**config.mk**
```make
export PLATFORM = sky130hd
export DESIGN_NAME = ftf_div_pipe
export DESIGN_NICKNAME = d
export VERILOG_FILES = /design/src/rtl/ftf_pkg.sv /design/src/rtl/ftf_div_pipe.sv
export SDC_FILE = /design/constraint.sdc
export NUM_CORES = 2
export LEC_CHECK = 0
export ABC_CLOCK_PERIOD_IN_PS = 22300
export BUFFER_PORTS_ARGS = -buffer_cell sky130_fd_sc_hd__buf_4
export CAP_MARGIN = 40
export CORE_ASPECT_RATIO = 1.2
export CORE_MARGIN = 2
export CORE_UTILIZATION = 45
export DETAILED_ROUTE_END_ITERATION = 10
export PLACE_DENSITY = 0.67
export SLEW_MARGIN = 30
export SYNTH_ARGS = -nofsm -noshare
export SYNTH_HDL_FRONTEND = slang
export SYNTH_SLANG_ARGS = --single-unit
export TNS_END_PERCENT = 1
```
**constraint.sdc**
```tcl
create_clock -name clock -period 22.3 [get_ports clock]
set_input_delay 2.23 -clock clock [delete_from_list [all_inputs] [get_ports clock]]
set_output_delay 2.23 -clock clock [all_outputs]
set_load 0.005 [all_outputs]
```
**src/rtl/ftf_pkg.sv**
```systemverilog
// Types, constants and the sinc table function of the transfer filter.
package ftf_pkg;

   localparam int GRID_DEFAULT = 256;

   localparam int IDX_W   = 8;
   localparam int MAG_W   = 8;
   localparam int X_W     = 16;
   localparam int Q30_W   = 31;
   localparam int COEF_W  = 32;
   localparam int WGT_W   = 20;
   localparam int SCALE_W = 24;
   localparam int CUT_W   = 48;
   localparam int KA_W    = SCALE_W + MAG_W;
   localparam int KSQ_W   = 2 * SCALE_W + 1;
   localparam int KSUM_W  = KSQ_W + 1;
   localparam int PROD_W  = COEF_W + WGT_W + 1;

   localparam int CSR_IDX_W  = 3;
   localparam int CSR_DATA_W = 48;

   localparam logic [CSR_IDX_W-1:0] REG_MODE     = 3'd0;
   localparam logic [CSR_IDX_W-1:0] REG_SMOOTHER = 3'd1;
   localparam logic [CSR_IDX_W-1:0] REG_CUT      = 3'd2;
   localparam logic [CSR_IDX_W-1:0] REG_KSCALE0  = 3'd3;
   localparam logic [CSR_IDX_W-1:0] REG_KSCALE1  = 3'd4;
   localparam logic [CSR_IDX_W-1:0] REG_KSCALE2  = 3'd5;

   localparam logic [31:0]      PI_Q30     = 32'd3373259426;
   localparam logic [Q30_W-1:0] ONE_Q30    = 31'h4000_0000;
   localparam logic [X_W-1:0]   SMOOTH_MAX = 16'd32768;
   localparam logic [WGT_W-1:0] W_ONE      = 20'd65536;
   localparam logic [WGT_W-1:0] W_MAX      = 20'hFFFFF;

   // The reciprocal 2^46 / r2 is resolved four quotient bits per stage.
   localparam int DIV_BITS   = 4;
   localparam int DIV_STAGES = WGT_W / DIV_BITS;
   localparam logic [Q30_W-1:0] DIV_REM_INIT = 31'h0400_0000;

   localparam int SINC_STEPS = 6;

   typedef enum logic [1:0] {
      MODE_CIC     = 2'd0,
      MODE_CUT     = 2'd1,
      MODE_CUT_REV = 2'd2,
      MODE_BYPASS  = 2'd3
   } mode_type;

   typedef struct packed {
      mode_type             mode;
      logic [X_W-1:0]       smoother;
      logic [Q30_W-1:0]     sinc_smooth;
      logic [CUT_W-1:0]     cut_sq;
      logic [SCALE_W-1:0]   kscale0;
      logic [SCALE_W-1:0]   kscale1;
      logic [SCALE_W-1:0]   kscale2;
   } cfg_type;

   typedef struct packed {
      logic signed [COEF_W-1:0] coef_real;
      logic signed [COEF_W-1:0] coef_imag;
      logic                     pass;
   } side_type;

   // Reciprocals of the series divisors m*(m+1), innermost term first. Together
   // with the shift below, (n * recip) >> shift equals n / (m*(m+1)) exactly for
   // every 32-bit n.
   function automatic logic [32:0] sinc_recip(input logic [2:0] step);
      logic [32:0] r;
      unique case (step)
         3'd0:    r = 33'((64'd1 << 40) / 156 + 1);
         3'd1:    r = 33'((64'd1 << 39) / 110 + 1);
         3'd2:    r = 33'((64'd1 << 39) / 72 + 1);
         3'd3:    r = 33'((64'd1 << 38) / 42 + 1);
         3'd4:    r = 33'((64'd1 << 37) / 20 + 1);
         default: r = 33'((64'd1 << 35) / 6 + 1);
      endcase
      return r;
   endfunction

   function automatic logic [5:0] sinc_shift(input logic [2:0] step);
      logic [5:0] s;
      unique case (step)
         3'd0:    s = 6'd40;
         3'd1:    s = 6'd39;
         3'd2:    s = 6'd39;
         3'd3:    s = 6'd38;
         3'd4:    s = 6'd37;
         default: s = 6'd35;
      endcase
      return s;
   endfunction

   // sinc of a Q0.16 argument as Q1.30, used to build constant tables.
   function automatic longint unsigned sinc_q30(input longint unsigned x);
      longint unsigned t;
      longint unsigned y;
      longint unsigned acc;
      longint unsigned one;
      one = 64'd1 << 30;
      t   = (64'(PI_Q30) * x) >> 16;
      y   = (t * t) >> 30;
      acc = one;
      acc = one - (((y * acc) >> 30) / 156);
      acc = one - (((y * acc) >> 30) / 110);
      acc = one - (((y * acc) >> 30) / 72);
      acc = one - (((y * acc) >> 30) / 42);
      acc = one - (((y * acc) >> 30) / 20);
      acc = one - (((y * acc) >> 30) / 6);
      return acc;
   endfunction

   localparam logic [Q30_W-1:0] SINC_RESET = 31'(sinc_q30(64'd32768));

endpackage

```
**src/rtl/ftf_div_pipe.sv**
```systemverilog
// Pipelined restoring divider for the weight 2^46 / r2, saturated to 20 bits.
module ftf_div_pipe import ftf_pkg::*; #(
   parameter int STAGES = DIV_STAGES,
   parameter int BITS   = DIV_BITS,
   parameter int SIDE_W = 1
) (
   input  logic              clock,
   input  logic [STAGES-1:0] en,
   input  logic [Q30_W-1:0]  den,
   input  logic [SIDE_W-1:0] side_in,
   output logic [WGT_W-1:0]  quot,
   output logic [SIDE_W-1:0] side_out
);

   logic [Q30_W-1:0]  den_ff  [STAGES];
   logic [Q30_W-1:0]  rem_ff  [STAGES];
   logic [WGT_W-1:0]  q_ff    [STAGES];
   logic              sat_ff  [STAGES];
   logic [SIDE_W-1:0] side_ff [STAGES];

   logic [Q30_W-1:0]  den_in  [STAGES];
   logic [Q30_W-1:0]  rem_in  [STAGES];
   logic [WGT_W-1:0]  q_in    [STAGES];
   logic              sat_in  [STAGES];
   logic [SIDE_W-1:0] side_in_s [STAGES];

   always_comb begin
      logic [Q30_W:0]   rem_t;
      logic [WGT_W-1:0] q_t;
      for (int j = 0; j < STAGES; j++) begin
         if (j == 0) begin
            den_in[j]    = den;
            sat_in[j]    = (den <= DIV_REM_INIT);
            side_in_s[j] = side_in;
            rem_t        = {1'b0, DIV_REM_INIT};
            q_t          = '0;
         end else begin
            den_in[j]    = den_ff[j-1];
            sat_in[j]    = sat_ff[j-1];
            side_in_s[j] = side_ff[j-1];
            rem_t        = {1'b0, rem_ff[j-1]};
            q_t          = q_ff[j-1];
         end
         for (int b = 0; b < BITS; b++) begin
            rem_t = {rem_t[Q30_W-1:0], 1'b0};
            if (rem_t >= {1'b0, den_in[j]}) begin
               rem_t = rem_t - {1'b0, den_in[j]};
               q_t   = {q_t[WGT_W-2:0], 1'b1};
            end else begin
               q_t   = {q_t[WGT_W-2:0], 1'b0};
            end
         end
         rem_in[j] = rem_t[Q30_W-1:0];
         q_in[j]   = q_t;
      end
   end

   always_ff @(posedge clock) begin
      for (int j = 0; j < STAGES; j++) begin
         if (en[j]) begin
            den_ff[j]  <= den_in[j];
            rem_ff[j]  <= rem_in[j];
            q_ff[j]    <= q_in[j];
            sat_ff[j]  <= sat_in[j];
            side_ff[j] <= side_in_s[j];
         end
      end
   end

   assign quot     = sat_ff[STAGES-1] ? W_MAX : q_ff[STAGES-1];
   assign side_out = side_ff[STAGES-1];

endmodule

```
==> summary.txt <==
Outcome = finished, final reports clean
Post-synthesis instance total = 5227
Resized Gates After CTS = 0
Post-DP HPWL = 111000 microns
Total track usage = 0.258
Clk buf depth = 3
Routability Congestion = 0.941
Drt via density = 6.04
DRT antenna net count = 0
Vias in the first global route = 39393
Post-Route WL = 133000 microns
CP max FO = 54
First-pass GRT wire length = 209000 microns
Starting density of the core = 0.455
Setup bufs post-CTS = 0
CTS root buffer = clkbuf_16
Remaining DRCs = 0
Proportion of layout cells with a drive suffix above 1 = 0.105
CTS buffer count = 40
Fill count = 9315
Cell Area, Synth = 0.0441 sq mm
Crit. End Element = register
Die Ht = 347 microns
Syn Nets = 5843
CP max stage cell = o31ai_1
Yosys warning count = 0
Async SR Flop Fraction = 0
Slowest stage delay, CP = 710 ps
Fin area = 0.0474 sq mm
F_max = 0.0622 GHz
Synth cell count leaders = ha_1, a21oi_1, nor2_1, nand2_1, o21ai_0
Share of the synthesized area in the top cell type = 0.216
Slew @ Worst Pin = 813 ps
Top-count cell post-synth = ha_1
Min Clock Period, post-route = 16070 ps
GRT overflow = 0
Non-Filler Instances = 6545
Port bufs = 58
Routed via count = 39529
Placed Cells = 6472
Placeable Area = 0.0970 sq mm
Clock transition at the registers of the reported paths = 60 ps
# hold bufs at CTS = 0
CTS tree = done
Area grow syn2layout = 7.51%
Top_reg_cell synth = edfxtp_1
Worst-Skew Late Latency = 620 ps
Max Cap Violations = 0
DIE AREA = 0.101 sq mm
NumNets Final = 5861
Post-Place Cell Area = 0.0460 sq mm
RSZ-0062 raised after global routing = no
Area contributors post-synth = edfxtp_1, ha_1, mux2_2, xnor2_1, a21oi_1
Yosys reg bits = 318
N_diodes = 0
Overall die width = 290 microns
Internal reg-to-reg setup slack = 6230 ps
Final period util = 0.721
Drt pass-1 iters = 5
CP Launch Type = register
Clk_skew = 44.7 ps
Synth area leader = edfxtp_1
Wire length per cell = 20.3 microns
Kind of critical path = reg2reg
Mean post-synth cell area = 8.44 sq um
CTS H-Tree Depth = 2
Worst EP required = 22650 ps
Fin. max-slew vios = 0
CP arrival = 16420 ps
Yosys cell types = 88
Post-synthesis sequential area ratio = 0.216
HP Class = reg2reg
# rows = 125
Relative slew slack = 0.444
1st-iter DRT viols = 1964
Pin count of the biggest net entering global routing = 67
Io pins = 59
Num Clock Sinks = 318
Post-synth EDFFs = 318
Final Setup Violations = 0
Post-route setup TNS = 0 ps
Final Hold Fails = 0
Initial antenna violation count = 2
stage by stage:
step                worst slack (ps)  hold slack [ps]   util
detailed placement              6490              408  0.475
floorplan                       9340              400      -
global placement                6250              404  0.473
finish                          6230              417  0.489
CTS                             6390              423  0.489
global route                    5750              424  0.489
routing by layer:
metal,part of all wire,track usage
met5,0,0
met4,0.084,0.193
met3,0.030,0.0241
met2,0.51,0.491
met1,0.38,0.261
layout make-up:
| type | count | area [sq um] | area share |
|---|---|---|---|
| timing repair buffer | 95 | 800 | 0.0169 |
| inverter | 309 | 1160 | 0.0245 |
| clock inverter | 26 | 372 | 0.00783 |
| clock buffer | 46 | 1020 | 0.0216 |
| sequential | 318 | 9550 | 0.201 |
| tap | 1270 | 1590 | 0.0335 |
| multi-input combinational | 4481 | 32900 | 0.694 |
cells in the final DEF (no fill, tap or decap), drive strengths merged, types with 14 or more instances in the layout:
cell / count
ha: 574
a21oi: 515
nor2: 412
nand2: 348
o21ai: 326
xnor2: 319
edfxtp: 318
mux2: 312
inv: 309
a21o: 241
xor2: 132
o21a: 103
nor3: 103
buf: 93
nand3: 89
nand2b: 85
nor2b: 71
o21bai: 70
o31ai: 60
a211oi: 52
nand4: 51
and3: 47
clkbuf: 46
or2: 44
o211ai: 41
a31oi: 38
or3: 37
and2: 33
o31a: 28
a211o: 20
nor4: 20
a31o: 19
mux2i: 18
a21boi: 17
clkinv: 17
and4: 16
a221oi: 16
a311oi: 16
a2111oi: 14
sequential cells by signal, indices dropped and copies added (netlist names):
name	flops
den_ff	124
side_ff	5
q_ff	60
rem_ff	124
sat_ff	5
logic make-up (layout without fill, tap and decap cells):
group | Yosys count | after routing | share of synthesized area
flip-flops | 318 | 318 | 0.216
AO/OA/AOI/OAI | 1723 | 1723 | 0.254
AND/OR/NAND/NOR | 1399 | 1399 | 0.153
buffers and inverters | 428 | 476 | 0.0373
adder cells (fa/ha/maj) | 578 | 578 | 0.165
XOR/XNOR | 451 | 451 | 0.0895
multiplexers | 330 | 330 | 0.0852
worst max-delay path, delay by kind of cell, from the launching register on:
family	cells	cell delay, ps
buffers and inverters	8	2290
and+or+nand+nor	8	2080
adders and majority gates	4	1560
AOI/OAI and AO/OA	28	8320
DFF	1	700
muxes	2	710
final timing paths:
| kind | from | cells after the start | to |
|---|---|---|---|
| max reg2reg | den_ff[0][62] | 50 | rem_ff[0][122] |
| max | den_ff[0][62] | 50 | rem_ff[0][122] |
| min | q_ff[0][25] | 0 | q_ff[0][49] |
| min reg2reg | q_ff[0][25] | 0 | q_ff[0][49] |
Power is left out: the tool's default activity adds up to more than one toggle a clock period on the data nets, which glitch-free logic cannot reach.
